File: config.mk
export PLATFORM = sky130hd
export DESIGN_NAME = dna_kmer_extractor
export DESIGN_NICKNAME = d
export VERILOG_FILES = /design/src/rtl/dkx_pkg.sv /design/src/rtl/dkx_core.sv /design/src/rtl/dna_kmer_extractor.sv
export SDC_FILE = /design/constraint.sdc
export NUM_CORES = 1
export LEC_CHECK = 0
export BUFFER_PORTS_ARGS = -buffer_cell sky130_fd_sc_hd__clkbuf_2
export CAP_MARGIN = 20
export CORE_MARGIN = 2
export CORE_UTILIZATION = 50
export CTS_CLUSTER_DIAMETER = 120
export DETAILED_ROUTE_END_ITERATION = 10
export HOLD_SLACK_MARGIN = 0.12
export PLACE_DENSITY = 0.74
export RECOVER_POWER = 25
export SYNTH_ARGS = -nofsm -noshare
export SYNTH_HDL_FRONTEND = slang
export SYNTH_SLANG_ARGS = --single-unit
File: constraint.sdc
create_clock -name clk -period 27.9 [get_ports clk]
set_clock_uncertainty 0.05 [all_clocks]
set_input_delay 5.58 -clock clk [delete_from_list [all_inputs] [get_ports clk]]
set_output_delay 5.58 -clock clk [all_outputs]
set_load 0.05 [all_outputs]
File: src/rtl/dkx_pkg.sv
// dkx_pkg: shared constants and types for the DNA k-mer extractor.
// No dependencies; imported by dkx_core and dna_kmer_extractor.
`default_nettype none

package dkx_pkg;

  localparam int DEF_MAX_KMER      = 32;
  localparam int DEF_POSITION_BITS = 48;
  localparam int MIN_KMER          = 12;

  localparam int KMER_W = 64;
  localparam int POS_W  = 48;
  localparam int KLEN_W = 6;

  localparam logic [7:0] CHAR_A = 8'h41;
  localparam logic [7:0] CHAR_C = 8'h43;
  localparam logic [7:0] CHAR_G = 8'h47;
  localparam logic [7:0] CHAR_T = 8'h54;

  localparam logic [1:0] BASE_A = 2'd0;
  localparam logic [1:0] BASE_C = 2'd1;
  localparam logic [1:0] BASE_G = 2'd2;
  localparam logic [1:0] BASE_T = 2'd3;

  localparam logic MODE_CHAR = 1'b0;
  localparam logic MODE_EOL  = 1'b1;

  localparam logic REG_KMER_LENGTH = 1'b0;
  localparam logic REG_SKIP_HEADER = 1'b1;

  localparam logic [KLEN_W-1:0] KLEN_RESET = KLEN_W'(MIN_KMER);

  typedef struct packed {
    logic              valid;
    logic [KMER_W-1:0] kmer_bases;
    logic [POS_W-1:0]  start_position;
  } dkx_res_t;

endpackage

`default_nettype wire

File: src/rtl/dkx_core.sv
// dkx_core: window, fill and position state, updated on each taken item.
// Depends on dkx_pkg; res is combinational, valid when a k-mer completes.
`default_nettype none

module dkx_core import dkx_pkg::*; #(
  parameter int MAX_KMER      = DEF_MAX_KMER,
  parameter int POSITION_BITS = DEF_POSITION_BITS
) (
  input  wire logic              clk,
  input  wire logic              rst_n,
  input  wire logic              take,
  input  wire logic              mode,
  input  wire logic [7:0]        char_code,
  input  wire logic [KLEN_W-1:0] kmer_length,
  input  wire logic              skip_header_line,
  output dkx_res_t               res
);

  localparam int FW = $clog2(MAX_KMER + 1);
  localparam int WW = 2 * MAX_KMER;

  logic [WW-1:0]            window_r, window_nxt;
  logic [FW-1:0]            fill_r, fill_nxt;
  logic [POSITION_BITS-1:0] next_start_r, next_start_nxt;
  logic [POSITION_BITS-1:0] chars_seen_r, chars_seen_nxt;
  logic                     first_line_r, first_line_nxt;

  logic [FW-1:0]            k_eff;
  logic [FW-1:0]            fill_inc;
  logic                     is_base;
  logic [1:0]               code;
  logic [WW-1:0]            window_sh;
  logic [WW-1:0]            kmer_mask;
  logic [POSITION_BITS-1:0] chars_inc;
  logic [63:0]              pos_ext;

  always_comb begin
    if (kmer_length < KLEN_W'(MIN_KMER)) begin
      k_eff = FW'(MIN_KMER);
    end else if (kmer_length > KLEN_W'(MAX_KMER)) begin
      k_eff = FW'(MAX_KMER);
    end else begin
      k_eff = kmer_length[FW-1:0];
    end
  end

  always_comb begin
    is_base = 1'b1;
    case (char_code)
      CHAR_A:  code = BASE_A;
      CHAR_C:  code = BASE_C;
      CHAR_G:  code = BASE_G;
      CHAR_T:  code = BASE_T;
      default: begin
        code    = BASE_A;
        is_base = 1'b0;
      end
    endcase
  end

  always_comb begin
    for (int i = 0; i < MAX_KMER; i++) begin
      kmer_mask[2*i +: 2] = (FW'(i) < k_eff) ? 2'b11 : 2'b00;
    end
  end

  assign window_sh = {window_r[WW-3:0], code};
  assign fill_inc  = fill_r + FW'(1);
  assign chars_inc = chars_seen_r + POSITION_BITS'(1);
  assign pos_ext   = 64'(next_start_r);

  always_comb begin
    window_nxt     = window_r;
    fill_nxt       = fill_r;
    next_start_nxt = next_start_r;
    chars_seen_nxt = chars_seen_r;
    first_line_nxt = first_line_r;
    res.valid          = 1'b0;
    res.kmer_bases     = KMER_W'(window_sh & kmer_mask);
    res.start_position = pos_ext[POS_W-1:0];
    if (take) begin
      if (mode == MODE_EOL) begin
        first_line_nxt = 1'b0;
      end else if (!(skip_header_line && first_line_r)) begin
        chars_seen_nxt = chars_inc;
        if (!is_base) begin
          window_nxt     = '0;
          fill_nxt       = '0;
          next_start_nxt = chars_inc + POSITION_BITS'(1);
        end else begin
          window_nxt = window_sh;
          if (fill_inc >= k_eff) begin
            res.valid      = 1'b1;
            fill_nxt       = k_eff - FW'(1);
            next_start_nxt = next_start_r + POSITION_BITS'(1);
          end else begin
            fill_nxt = fill_inc;
          end
        end
      end
    end
  end

  always_ff @(posedge clk) begin
    if (!rst_n) begin
      window_r     <= '0;
      fill_r       <= '0;
      next_start_r <= POSITION_BITS'(1);
      chars_seen_r <= '0;
      first_line_r <= 1'b1;
    end else begin
      window_r     <= window_nxt;
      fill_r       <= fill_nxt;
      next_start_r <= next_start_nxt;
      chars_seen_r <= chars_seen_nxt;
      first_line_r <= first_line_nxt;
    end
  end

endmodule

`default_nettype wire

File: src/rtl/dna_kmer_extractor.sv
// dna_kmer_extractor: a result goes to the result register, or to the skid
// entry under output stall. Throughput 1 item per cycle when in_stall is low.
// A result register plus one skid entry decouple the result stall; the input
// stalls only while the skid entry is occupied.
// Reset (synchronous, rst_n low) empties the window and result registers,
// restores k = 12, header skip off, start position 1.
`default_nettype none

module dna_kmer_extractor import dkx_pkg::*; #(
  parameter int MAX_KMER      = DEF_MAX_KMER,
  parameter int POSITION_BITS = DEF_POSITION_BITS
) (
  input  wire logic              clk,
  input  wire logic              rst_n,
  input  wire logic              in_valid,
  output logic                   in_stall,
  input  wire logic              in_mode,
  input  wire logic [7:0]        in_char_code,
  output logic                   out_valid,
  input  wire logic              out_stall,
  output logic [KMER_W-1:0]      out_kmer_bases,
  output logic [POS_W-1:0]       out_start_position,
  input  wire logic              cfg_we,
  input  wire logic              cfg_index,
  input  wire logic [KLEN_W-1:0] cfg_wdata
);

  logic [KLEN_W-1:0] kmer_length_r;
  logic              skip_header_r;
  logic              take;
  logic              out_free;
  dkx_res_t          res;
  dkx_res_t          out_r, out_nxt;
  dkx_res_t          skid_r, skid_nxt;

  always_ff @(posedge clk) begin
    if (!rst_n) begin
      kmer_length_r <= KLEN_RESET;
      skip_header_r <= 1'b0;
    end else if (cfg_we) begin
      case (cfg_index)
        REG_KMER_LENGTH: kmer_length_r <= cfg_wdata;
        REG_SKIP_HEADER: skip_header_r <= cfg_wdata[0];
        default:         kmer_length_r <= kmer_length_r;
      endcase
    end
  end

  assign in_stall = skid_r.valid;
  assign take     = in_valid && !in_stall;
  assign out_free = !out_r.valid || !out_stall;

  dkx_core #(
    .MAX_KMER      (MAX_KMER),
    .POSITION_BITS (POSITION_BITS)
  ) u_core (
    .clk              (clk),
    .rst_n            (rst_n),
    .take             (take),
    .mode             (in_mode),
    .char_code        (in_char_code),
    .kmer_length      (kmer_length_r),
    .skip_header_line (skip_header_r),
    .res              (res)
  );

  always_comb begin
    out_nxt  = out_r;
    skid_nxt = skid_r;
    if (out_free) begin
      if (skid_r.valid) begin
        out_nxt        = skid_r;
        skid_nxt.valid = 1'b0;
      end else begin
        out_nxt = res;
      end
    end else if (res.valid) begin
      skid_nxt = res;
    end
  end

  always_ff @(posedge clk) begin
    if (!rst_n) begin
      out_r.valid  <= 1'b0;
      skid_r.valid <= 1'b0;
    end else begin
      out_r.valid  <= out_nxt.valid;
      skid_r.valid <= skid_nxt.valid;
    end
    out_r.kmer_bases      <= out_nxt.kmer_bases;
    out_r.start_position  <= out_nxt.start_position;
    skid_r.kmer_bases     <= skid_nxt.kmer_bases;
    skid_r.start_position <= skid_nxt.start_position;
  end

  assign out_valid          = out_r.valid;
  assign out_kmer_bases     = out_r.kmer_bases;
  assign out_start_position = out_r.start_position;

  a_skid_behind_out: assert property (@(posedge clk) disable iff (!rst_n)
    skid_r.valid |-> out_r.valid)
    else $error("skid entry held with empty result register");

  a_res_needs_take: assert property (@(posedge clk) disable iff (!rst_n)
    res.valid |-> take)
    else $error("result produced without an accepted item");

  a_stalled_result_kept: assert property (@(posedge clk) disable iff (!rst_n)
    (out_r.valid && out_stall && res.valid) |=> (out_r.valid && skid_r.valid))
    else $error("result lost under output stall");

endmodule

`default_nettype wire

# After elaboration in Yosys (flattened, before gate mapping)
# Index checks and enable logic that the tools add are counted.
[word_totals] regBits=398 in_bits=21 output_inout_bits=114
[op_classes] n_addsub=5 order_cmp=35 eq_ne=5 n_mux=47 bitwise=6 n_reduce_logical=14
[op_table] op="48-bit by 1-bit adder with 48-bit output, second input constant" count=3
[op_table] op="113-bit 2-to-1 mux" count=1
[op_table] op="5-bit by 6-bit less-than comparator with 1-bit output, first input constant" count=16
[op_table] op="48-bit 2-to-1 mux" count=2
[op_table] op="64-bit bitwise AND" count=1
[op_table] op="2-bit 2-to-1 mux" count=32
[op_table] op="62-bit 2-to-1 mux" count=1
[op_table] op="4-bit by 6-bit less-than comparator with 1-bit output, first input constant" count=8
[op_table] op="8-bit by 7-bit equality test with 1-bit output, second input constant" count=4
[op_table] op="3-bit by 6-bit less-than comparator with 1-bit output, first input constant" count=4
[op_table] op="6-bit 2-to-1 mux" count=4
[op_table] op="1-bit by 6-bit less-than comparator with 1-bit output, first input constant" count=2
[op_table] op="2-bit by 6-bit less-than comparator with 1-bit output, first input constant" count=2
[op_table] op="2-bit AND reduction" count=4
[op_table] op="6-bit by 1-bit adder with 6-bit output, second input constant" count=1
[op_table] op="6-bit >= comparator" count=1
[op_table] op="6-bit > comparator, second input constant" count=1
[op_table] op="6-bit by 4-bit less-than comparator with 1-bit output, second input constant" count=1
[op_table] op="1-bit 2-to-1 mux" count=6
[op_table] op="2-bit one-hot mux with 3 select lines" count=1
[op_table] op="6-bit by 1-bit subtractor with 6-bit output, second input constant" count=1
[op_table] op="1-bit inverter" count=5
[op_table] op="4-bit AND reduction" count=1
[op_table] op="4-bit OR reduction" count=1
[op_table] op="other kinds (6)" count=9

# Longest topological paths before layout
# Gate-level depths: netlist of run 1.
[depth] depth_word=10 mapped_depth=20 mapped_depth_nobuf=15

# By module
# From an unflattened synthesis of run 1, not the netlist that was laid out.
[hier_totals] hier_cells=1779 hier_area_um2=18956.9
[by_module_without_submodules] mod="dkx_core" n_inst=1 cells_per_inst=1391 area_per_inst_um2=10263.6
[by_module_without_submodules] mod="dna_kmer_extractor" n_inst=1 cells_per_inst=388 area_per_inst_um2=8693.3

# Worst setup path after synthesis of run 1
# OpenSTA, ideal clock, no wires.
[synth_timing] kind="input to register" startpoint="input out_stall" endpoint="register skid_r[0] in the netlist's numbering (enable)" arrival_ns=13.105 required_ns=27.266 setup_slack_ns=14.161 path_stages=2 n_path_buf=0 cell_sequence="nand2_1 > nor2_1"
[synth_between] elab_chain_len=4
[synth_rtl] item="from (decl)" line="dna_kmer_extractor.sv:20" rtl="input wire logic out_stall,"
[synth_rtl] item="1-bit logical NOT" line="dna_kmer_extractor.sv:51" rtl="assign out_free = !out_r.valid || !out_stall;"
[synth_rtl] item="1-bit logical OR" line="dna_kmer_extractor.sv:51"
[synth_rtl] item="1-bit inverter (no source line)"
[synth_rtl] item="2-bit AND reduction (no source line)"
[synth_rtl] item="to (decl)" line="dna_kmer_extractor.sv:34" rtl="dkx_res_t skid_r, skid_nxt;"
# Every way passes these cells.
# A chain may end at the register's enable or synchronous reset.

# Final worst setup path of run 1
[layout_timing] startpoint="input in_char_code[3]" endpoint="register skid_r[39] in the netlist's numbering (enable)"
[layout_between] elab_chain_len=8
[layout_rtl] item="from (decl)" line="dna_kmer_extractor.sv:18" rtl="input wire logic [7:0] in_char_code,"
[layout_rtl] item="8-bit by 7-bit equality test with 1-bit output" line="dkx_core.sv:49" rtl="case (char_code)"
[layout_rtl] item="4-bit OR reduction (no source line) *"
[layout_rtl] item="1-bit 2-to-1 mux *" line="dkx_core.sv:49"
[layout_rtl] item="1-bit 2-to-1 mux *" line="dkx_core.sv:86" rtl="if (!is_base) begin"
[layout_rtl] item="1-bit 2-to-1 mux *" line="dkx_core.sv:84" rtl="end else if (!(skip_header_line && first_line_r)) begin"
[layout_rtl] item="1-bit 2-to-1 mux *" line="dkx_core.sv:82" rtl="if (mode == MODE_EOL) begin"
[layout_rtl] item="1-bit 2-to-1 mux *" line="dkx_core.sv:81" rtl="if (take) begin"
[layout_rtl] item="2-bit AND reduction (no source line) *"
# Mark *: on every way between the ends. The rest lies on a longest branch, timed or not.

==> qor.yml, run 1 <==
detailed_routing:
  drtPass1Iterations: 5
  first_iter_violations: 1382
  via_count: 13900
  post_drt_wl_per_cell_um: 17.99
  drc: 0
  ant_nets: 0
  viasPerCell: 5.895
  routed_wl_um: 42430
worst_setup_path:
  worstPathBufferInverterCount: 5
  criticalPathCategory: "primary input to register"
  crit_arrival_ns: 10.22
  r2r-start: "in_stall"
  critPathTopFamily: "buffers and inverters"
  crit_path_end_kind: "register"
  worst_path_most_repeated_cell: "buf_4"
  cpPeakStageDelay_ns: 0.93
  startpoint_type: "primary input"
  cp.required_ns: 28.01
  cp_max_fo: 68
  cp_slowest_cell: "or4b_2"
  reg2reg_depth: 2
  cp-startpoint: "in_char_code[3]"
  crit_chain: "clkbuf_2 -> or4b_2 -> nor2_4 -> buf_4 -> buf_4 -> and2_1 -> nand2_1 -> nor2_4 -> buf_4 -> buf_4"
  r2r_setup_slack_ns: 22.61
  r2r-end: "out_start_position[33]"
yosys:
  synth_warnings: 0
  synth_seq_cells: 398
  syn_area_per_cell_sq_um: 10.34
  ys_top_cells_by_area: "edfxtp_1, dfxtp_1, mux2_2"
  syn-cell-area_sq_um: 18750
  syn-instance-count: 1813
  muxShareOfSynthArea_pct: 7.406
  synth_top_area_share_pct: 35.87
  synth-adder-area-share_pct: 0.7340
  synth_compound_gate_area_share_pct: 11.28
  synth_top_family_by_area: "simple AND/OR/NAND/NOR gates"
  synthArstFlopShare_pct: 0
  ys_seq_area_share_pct: 54.45
  synthesis.nets: 1845
  synth_xor_area_share_pct: 4.531
  synth-main-ff-cell: "edfxtp_1"
  synthSimpleGateAreaFrac_pct: 18.11
  synth_edf_count: 224
  synth.distinct_cells: 77
  synth_top_cell_by_area: "edfxtp_1"
placement:
  gp_congestion: 0.9056
  placed_area_sq_um: 19580
  dpl_worst_slack_ns: 17.32
  detailed_place_hpwl_um: 28250
  port_buffers: 134
layout:
  nNetsFinal: 1890
  final_cell_mix: "edfxtp_1, dfxtp_1, nand2_1"
  n_fill_cell: 3100
  design_area_sq_um: 20860
  syn_to_final_growth_pct: 11.24
  antenna_cells: 0
  drive_above_1_share_pct: 18.20
  mostFrequentLayoutCell: "edfxtp_1"
floorplanning:
  core_sq_um: 36790
  die_y_um: 197.7
  ios: 135
  rows: 70
  start_util_pct: 50.98
  dieArea_sq_um: 39070
  die_width_um: 197.7
timing:
  tns_ns: 0
  min_period_ns: 10.11
  fin_ws_ns: 17.79
  max_freq_ghz: 0.09888
  fin_hold_ws_ns: 0.3985
  finalSetupViolations: 0
  hold_viol: 0
  rsz0062_at_grt: "false"
  slew_viol_final: 120
  slew_headroom_pct: -111.5
  tightest_slew_ns: 3.173
  fin_crit_sh_pct: 36.25
global_routing:
  overflow: 0
  grt.total_usage_pct: 21.59
  grt_start_max_net_pins: 90
  grt_pass1_vias: 13020
  antenna_found_initial: 0
  grt_pass1_wl_um: 68780
clocking:
  cts_tree: "built"
  hold_buffers: 0
  cts_resized: 0
  htreeDepth: 2
  cts-root-buf: "clkbuf_16"
  cts_buffer_depth: 3
  cts_inserted_buffers: 40
  cts_sinks: 398
  path_clk_slew_ns: 0.06
  worstSkewPairLatency_ns: 0.54
  post_cts_buffers: 0
pwr:
  power_w: 0.001198
  p_per_area_nw_per_um2: 57.45
  p_leak_nw: 7.429
  peakVddDrop_v: 0.00003850
status:
  violations: "capacitance limit, slew limit"
  status: "complete, but fails checks"
worst_hold_path:
  whs_path_depth: 2
  hold_start: "u_core.window_r[61]"
  holdPathEnd: "u_core.window_r[61]"
  hold_path.class: "register to register"
job:
  cap_viol_max_count: 2
## cells in the mapped netlist, types with 8 or more instances
cell type    n
a211oi_1    20
a21oi_1    161
a31oi_1     17
and2_1      25
and3_1      12
and4_1      15
buf_1       17
buf_2       15
clkbuf_1   112
dfxtp_1    174
edfxtp_1   224
ha_1        11
inv_1       16
mux2_2     110
mux2i_1     15
nand2_1    170
nand3_1    110
nand4_1     30
nor2_1     136
nor2b_1     32
nor3_1      38
nor4_1      20
o211ai_1     8
o21ai_0     78
o31ai_1     11
or3_1       25
xnor2_1     48
xor2_1      49
## routing by layer
metal  vias to the layer above  GRT usage, %  wire, um
met5                         -             0         0
met4                         0         5.987       857
met3                        65         3.603      2752
met2                       467         34.86     19950
li1                       6666             -         -
met1                      6703         30.12     18870
## report_power, final
part | switching (W) | internal (W) | total, W
Combinational | 0.0000378 | 0.0000136 | 0.0000515
Sequential | 0.00000849 | 0.000622 | 0.000630
Clock | 0.000221 | 0.000296 | 0.000517
## metrics by stage
stage / std cells / utilization, %
floorplan: 1813 / -
global placement: 2283 / 53.23
detailed placement: 2283 / 53.23
CTS: 2357 / 56.65
global route: 2358 / 56.70
finish: 2358 / 56.70
## cell families (layout without fill, tap and decap cells)
group | after synthesis | after routing
and+or+nand+nor | 663 | 663
AOI/OAI and AO/OA | 355 | 355
muxes | 125 | 125
DFF | 398 | 398
adders and majority gates | 11 | 11
buffers and inverters | 164 | 241
xor gates and xnor gates | 97 | 97
## worst max-delay path by stage
stage,end,cells past startpoint
after floorplan,skid_r[0],2
after global placement,skid_r[33],10
after detailed placement,skid_r[33],10
after CTS,skid_r[39],10
after global routing,skid_r[35],10
final,skid_r[39],10
## flip-flops by register name (all words and copies together) (netlist names)
name and flops:
u_core.fill_r 6, skip_header_r 1, u_core.first_line_r 1, skid_r 112
u_core.chars_seen_r 48, out_kmer_bases 64, kmer_length_r 6, out_valid 1
out_start_position 48, u_core.window_r 62, in_stall 1, u_core.next_start_r 48
## tightest hold or removal path, cell delays in order (launching register included)
cell     delay (ns)
dfxtp_1        0.30
nand2_1        0.05
a21oi_1        0.05
## cell type report
cell class | count | area (sq um) | area share, %
flip-flops and latches | 398 | 10210 | 48.95
multi-input cells | 1251 | 7928 | 38.01
clock buffers | 62 | 1155 | 5.537
repair buffers | 151 | 814.5 | 3.905
well taps | 468 | 585.6 | 2.807
clock inverters | 12 | 103.9 | 0.4979
inverters | 16 | 62.56 | 0.2999
No activity file was read; power rests on OpenSTA's default activity.
==> run 2: changes to the inputs <==
==> constraint.sdc (replaced) <==
create_clock -name clk -period 10.4 [get_ports clk]
set_clock_uncertainty 0.05 [all_clocks]
set_input_delay 2.08 -clock clk [delete_from_list [all_inputs] [get_ports clk]]
set_output_delay 2.08 -clock clk [all_outputs]
set_load 0.05 [all_outputs]
==> run 2 against run 1 <==
The run still ends with capacitance limit, slew limit left. Via count is 0.22% higher. Power rose to 2.8 times the previous value. Register-to-register slack worse by 17 ns. Clock power rose to 2.8 times the previous value. Worst setup slack got worse by 14 ns. Global-route usage rose by 0.079 points. Sequential power grew to 2.7 times the previous value. Hold slack got worse by 0.0015 ns. Cell area rose by 0.35%. Final cell count did not move. Routed wire length grew 0.39%. Critical path type unchanged. Highest routed layer unchanged.
==> qor.yml, run 2 (synthesis results as in run 1) <==
clocking:
  cts_inserted_buffers: 40
  post_cts_buffers: 0
  hold_buffers: 0
  path_clk_slew_ns: 0.06
  cts_resized: 0
  cts-root-buf: "clkbuf_16"
  cts_sinks: 398
  htreeDepth: 2
  worstSkewPairLatency_ns: 0.55
  cts_tree: "built"
  cts_buffer_depth: 3
pwr:
  p_per_area_nw_per_um2: 157.5
  p_sw_share_pct: 22.25
  power_frac_comb_pct: 4.2
  power_frac_clock_pct: 44.5
  p_leak_nw: 7.492
  power.internal_w: 0.002563
  pwr-share-seq_pct: 51.3
  peakVddDrop_v: 0.00009709
  netSwitchingPower_w: 0.0007336
layout:
  final_cell_mix: "edfxtp_1, dfxtp_1, nand2_1"
  syn_to_final_growth_pct: 11.62
  n_fill_cell: 3073
  drive_above_1_share_pct: 18.31
  nNetsFinal: 1890
  top_register: "skid_r"
  largest_reg_flops: 112
  antenna_cells: 0
  mostFrequentLayoutCell: "edfxtp_1"
placement:
  gp_congestion: 0.8980
  detailed_place_hpwl_um: 28130
  port_buffers: 134
  dpl_worst_slack_ns: 3.099
global_routing:
  antenna_found_initial: 0
  grt_start_max_net_pins: 95
  overflow: 0
  grt_pass1_wl_um: 68540
  grt.total_usage_pct: 21.67
  grt_pass1_vias: 13100
worst_hold_path:
  hold_start: "u_core.window_r[60]"
  hold_path.class: "register to register"
detailed_routing:
  via_count: 13930
  drc: 0
  ant_nets: 0
  drtPass1Iterations: 6
  first_iter_violations: 1295
  routed_wl_um: 42600
  viasPerCell: 5.908
  post_drt_wl_per_cell_um: 18.06
worst_setup_path:
  cp_max_fo: 83
  r2r-end: "out_start_position[27]"
  r2r-start: "in_stall"
  crit_path_end_kind: "register"
  crit_arrival_ns: 7.16
  cp.required_ns: 10.80
  cp-startpoint: "in_char_code[3]"
  criticalPathCategory: "primary input to register"
  r2r_setup_slack_ns: 5.19
  cpPeakStageDelay_ns: 0.92
  crit_chain: "clkbuf_2 -> or4b_2 -> nor2_4 -> buf_4 -> buf_4 -> o311ai_0 -> nor4b_2 -> nand3_1 -> nor4_4 -> nand3_1 -> xor2_1 -> a211oi_1"
  cp_slowest_cell: "or4b_2"
  reg2reg_depth: 2
  critPathCapture: "u_core.next_start_r[38]"
  startpoint_type: "primary input"
floorplanning:
  rows: 70
  ios: 135
  die_width_um: 197.7
  dieArea_sq_um: 39070
  core_sq_um: 36790
  start_util_pct: 50.98
  die_y_um: 197.7
timing:
  tns_ns: 0
  finalSetupViolations: 0
  max_freq_ghz: 0.1481
  fin_ws_ns: 3.647
  min_period_ns: 6.753
  slew_headroom_pct: -94.52
  slew_viol_final: 120
  fin_crit_sh_pct: 64.93
  rsz0062_at_grt: "false"
  tightest_slew_ns: 2.918
  hold_viol: 0
status:
  violations: "capacitance limit, slew limit"
  status: "complete, but fails checks"
job:
  cap_viol_max_count: 2
[run 2: layout make-up]
type	instances	area [sq um]	area share [%]
well taps	468	585.6	2.798
multi-input cells	1251	7920	37.84
repair buffers	151	814.5	3.891
flip-flops and latches	398	10210	48.78
clock inverters	25	274.0	1.309
inverters	16	62.56	0.2989
clock buffers	49	1065	5.087
[run 2: per-layer routing]
metal,GRT usage [%],routed length [um],share of wire [%]
met5,0,0,0
met4,7.630,1201,2.8
met3,3.363,2755,6.5
met2,34.49,19640,46
met1,30.16,19000,45
[run 2: critical path, delay by kind of cell]
family | cells | cell delay (ns)
AOI/OAI and AO/OA | 2 | 0.64
buffers and inverters | 3 | 1.26
xor gates and xnor gates | 1 | 0.17
and+or+nand+nor | 6 | 2.93
[run 2: how the worst min path moves through the flow]
stage          slack [ns]  cells after the start             endpoint
2_1_floorplan        0.36                      0           skid_r[13]
3_3_place_gp         0.38                      2  u_core.window_r[60]
3_5_place_dp         0.39                      2  u_core.window_r[60]
4_1_cts              0.40                      2  u_core.window_r[60]
5_1_grt              0.43                      2  u_core.window_r[60]
6_report             0.40                      2  u_core.window_r[60]
[run 2: metrics by stage]
stage / instances / utilization [%] / instance area [sq um] / hold slack [ns] / total power [W]
3_5_place_dp: 2283 / 53.23 / 19580 / 0.3905 / 0.001861
4_1_cts: 2357 / 56.87 / 20920 / 0.3991 / 0.003319
3_3_place_gp: 2283 / 53.23 / 19580 / 0.3840 / 0.001857
5_1_grt: 2358 / 56.90 / 20930 / 0.4253 / 0.003394
6_report: 2358 / 56.90 / 20930 / 0.3970 / 0.003297
2_1_floorplan: 1813 / - / 18750 / 0.3564 / 0.001817
[run 2: power by group through the flow]
| stage | Combinational, W | Clock, W | Sequential, W |
|---|---|---|---|
| after floorplan | 0.0000753 | 0 | 0.00174 |
| after global placement | 0.000134 | 0 | 0.00172 |
| after detailed placement | 0.000137 | 0 | 0.00172 |
| after CTS | 0.000138 | 0.00149 | 0.00169 |
| after global routing | 0.000149 | 0.00155 | 0.00169 |
| final | 0.000138 | 0.00147 | 0.00169 |
==> run 3: changes to the inputs <==
--- a/config.mk
+++ b/config.mk
@@ -5,6 +5,7 @@
 export SDC_FILE = /design/constraint.sdc
 export NUM_CORES = 1
 export LEC_CHECK = 0
+export ABC_AREA = 1
 export BUFFER_PORTS_ARGS = -buffer_cell sky130_fd_sc_hd__clkbuf_2
 export CAP_MARGIN = 20
 export CORE_MARGIN = 2
==> constraint.sdc (replaced) <==
create_clock -name clk -period 6.65 [get_ports clk]
set_clock_uncertainty 0.05 [all_clocks]
set_input_delay 1.33 -clock clk [delete_from_list [all_inputs] [get_ports clk]]
set_output_delay 1.33 -clock clk [all_outputs]
set_load 0.05 [all_outputs]
==> run 3 against run 2 <==
Register-to-register slack got worse by 3.3 ns. Final cell count increased by 30%. Power increased by 64%. Die area increased by 3.3%. Sequential share of layout area decreased by 1.7 points. Via count increased by 15%. Highest routed layer unchanged. The run still ends with capacitance limit, slew limit left. Hold slack got worse by 0.019 ns.
==> qor.yml, run 3 <==
status:
  status: "complete, but fails checks"
  violations: "capacitance limit, slew limit"
worst_setup_path:
  crit_arrival_ns: 5.12
  worst_path_most_repeated_cell: "buf_4"
  startpoint_type: "register"
  crit_path_end_kind: "register"
  cp_max_fo: 64
  criticalPathCategory: "register to register"
  cpPeakStageDelay_ns: 1.75
  crit_chain: "inv_1 -> nand4_1 -> buf_4 -> buf_4 -> inv_2 -> o21ai_0 -> a21oi_1"
  cp.required_ns: 7.01
  cp_slowest_cell: "dfxtp_1"
layout:
  antenna_cells: 0
  design_area_sq_um: 21680
  syn_to_final_growth_pct: 11.79
  n_fill_cell: 3500
  final_cell_mix: "nand2_1, inv_1, edfxtp_1"
  nNetsFinal: 2535
  mostFrequentLayoutCell: "nand2_1"
  drive_above_1_share_pct: 11.82
  top_register: "skid_r"
  largest_reg_flops: 112
placement:
  gp_congestion: 0.9466
  dpl_worst_slack_ns: 2.185
  placed_area_sq_um: 20350
  port_buffers: 134
  detailed_place_hpwl_um: 33890
clocking:
  hold_buffers: 0
  cts_sinks: 398
  cts_tree: "built"
  post_cts_buffers: 0
  path_clk_slew_ns: 0.06
  cts_buffer_depth: 3
  cts_resized: 0
  htreeDepth: 2
  worstSkewPairLatency_ns: 0.57
  cts_inserted_buffers: 42
  cts-root-buf: "clkbuf_16"
floorplanning:
  core_sq_um: 38470
  start_util_pct: 50.41
  die_y_um: 200.9
  ios: 135
  dieArea_sq_um: 40380
  die_width_um: 200.9
  rows: 72
global_routing:
  overflow: 0
  grt_start_max_net_pins: 103
  grt.total_usage_pct: 24.08
  antenna_found_initial: 0
  grt_pass1_vias: 15270
  grt_pass1_wl_um: 78380
timing:
  slew_headroom_pct: -85.89
  tightest_slew_ns: 2.788
  hold_viol: 0
  slew_viol_final: 227
  min_period_ns: 4.757
  rsz0062_at_grt: "false"
  fin_crit_sh_pct: 71.53
  finalSetupViolations: 0
  fin_ws_ns: 1.893
  tns_ns: 0
  max_freq_ghz: 0.2102
pwr:
  p_per_area_nw_per_um2: 249.4
  peakVddDrop_v: 0.0001608
  p_leak_nw: 9.424
yosys:
  synthesis.nets: 2456
  syn_area_per_cell_sq_um: 8.000
  post-synth-top-count-cell: "nand2_1"
  syn-instance-count: 2424
  synth_warnings: 0
  synth_top_area_share_pct: 34.69
  synth.distinct_cells: 46
  synth-main-ff-cell: "edfxtp_1"
  synthArstFlopShare_pct: 0
  synth_seq_cells: 398
  ys_top_cells_by_area: "edfxtp_1, dfxtp_1, nand2_1"
  synth_top_cell_by_area: "edfxtp_1"
  ys_seq_area_share_pct: 52.65
  synth_edf_count: 224
  syn-cell-area_sq_um: 19390
  synth_common_cells: "nand2_1, inv_1, edfxtp_1, nor2_1, dfxtp_1"
job:
  cap_viol_max_count: 4
detailed_routing:
  via_count: 16080
  first_iter_violations: 1387
  drtPass1Iterations: 6
  ant_nets: 0
  routed_wl_um: 49230
  drc: 0
  post_drt_wl_per_cell_um: 16.11
  viasPerCell: 5.263
worst_hold_path:
  hold_path.class: "register to register"
run 3: cell count changes after synthesis, moves of 42 or more:
cell,previous run,this run
o21ai_0,78,142
nor2_1,136,180
inv_1,16,270
xnor2_1,48,6
nand2_1,170,823
mux2_2,110,0
run 3: worst paths after layout:
check                          startpoint               end  slack (ns)  cells past startpoint
setup reg to reg                 in_stall  u_core.fill_r[0]        1.89                      7
hold reg to reg   u_core.next_start_r[25]        skid_r[25]        0.38                      0
hold / removal    u_core.next_start_r[25]        skid_r[25]        0.38                      0
setup / recovery                 in_stall  u_core.fill_r[0]        1.89                      7
run 3: report_power, final:
part,total (W),switching [W],internal (W),leakage (nW)
combinational,0.000417,0.000311,0.000106,4.84
clock,0.00228,0.000986,0.00130,0.645
sequential,0.00271,0.0000563,0.00265,3.93
run 3: area by class of cell:
| class | instances | area (sq um) | share of cell area [%] |
|---|---|---|---|
| Tap cell | 518 | 648.1 | 2.990 |
| Timing Repair Buffer | 148 | 780.7 | 3.601 |
| Sequential cell | 398 | 10210 | 47.09 |
| Inverter | 289 | 1087 | 5.015 |
| Clock buffer | 55 | 1141 | 5.263 |
| Multi-Input combinational cell | 1624 | 7616 | 35.13 |
| Clock inverter | 23 | 196.4 | 0.9061 |
run 3: cell families (layout without fill, tap and decap cells):
kind of cell | after synthesis | in the layout | synth area share [%]
xor+xnor | 30 | 30 | 1.355
flops | 398 | 398 | 52.65
simple gates | 1239 | 1239 | 27.68
compound gates | 344 | 344 | 9.478
buf+inv | 402 | 515 | 8.130
fa+ha+maj | 11 | 11 | 0.7097
run 3: worst max-delay path: cells and delay by family, from the launching register on:
| family | cells | cell delay (ns) |
|---|---|---|
| DFF | 1 | 1.75 |
| AOI/OAI and AO/OA | 2 | 0.49 |
| buffers and inverters | 4 | 1.97 |
| and+or+nand+nor | 1 | 0.25 |
run 3: metrics by stage:
| step | cells | hold slack, ns | utilization, % | total power, W |
|---|---|---|---|---|
| global placement | 2976 | 0.3617 | 52.90 | 0.003156 |
| finish | 3055 | 0.3785 | 56.36 | 0.005408 |
| CTS | 3054 | 0.3766 | 56.38 | 0.005441 |
| global route | 3055 | 0.3854 | 56.36 | 0.005580 |
| detailed placement | 2976 | 0.3632 | 52.90 | 0.003167 |
| floorplan | 2424 | 0.3582 | - | 0.003040 |
run 3: layer usage:
layer	track usage (%)	up-vias	part of all wire, %
li1	-	7957	-
met1	32.01	7501	44
met2	39.63	522	47
met3	3.360	97	6.1
met4	10.11	0	3.5
met5	0	-	0
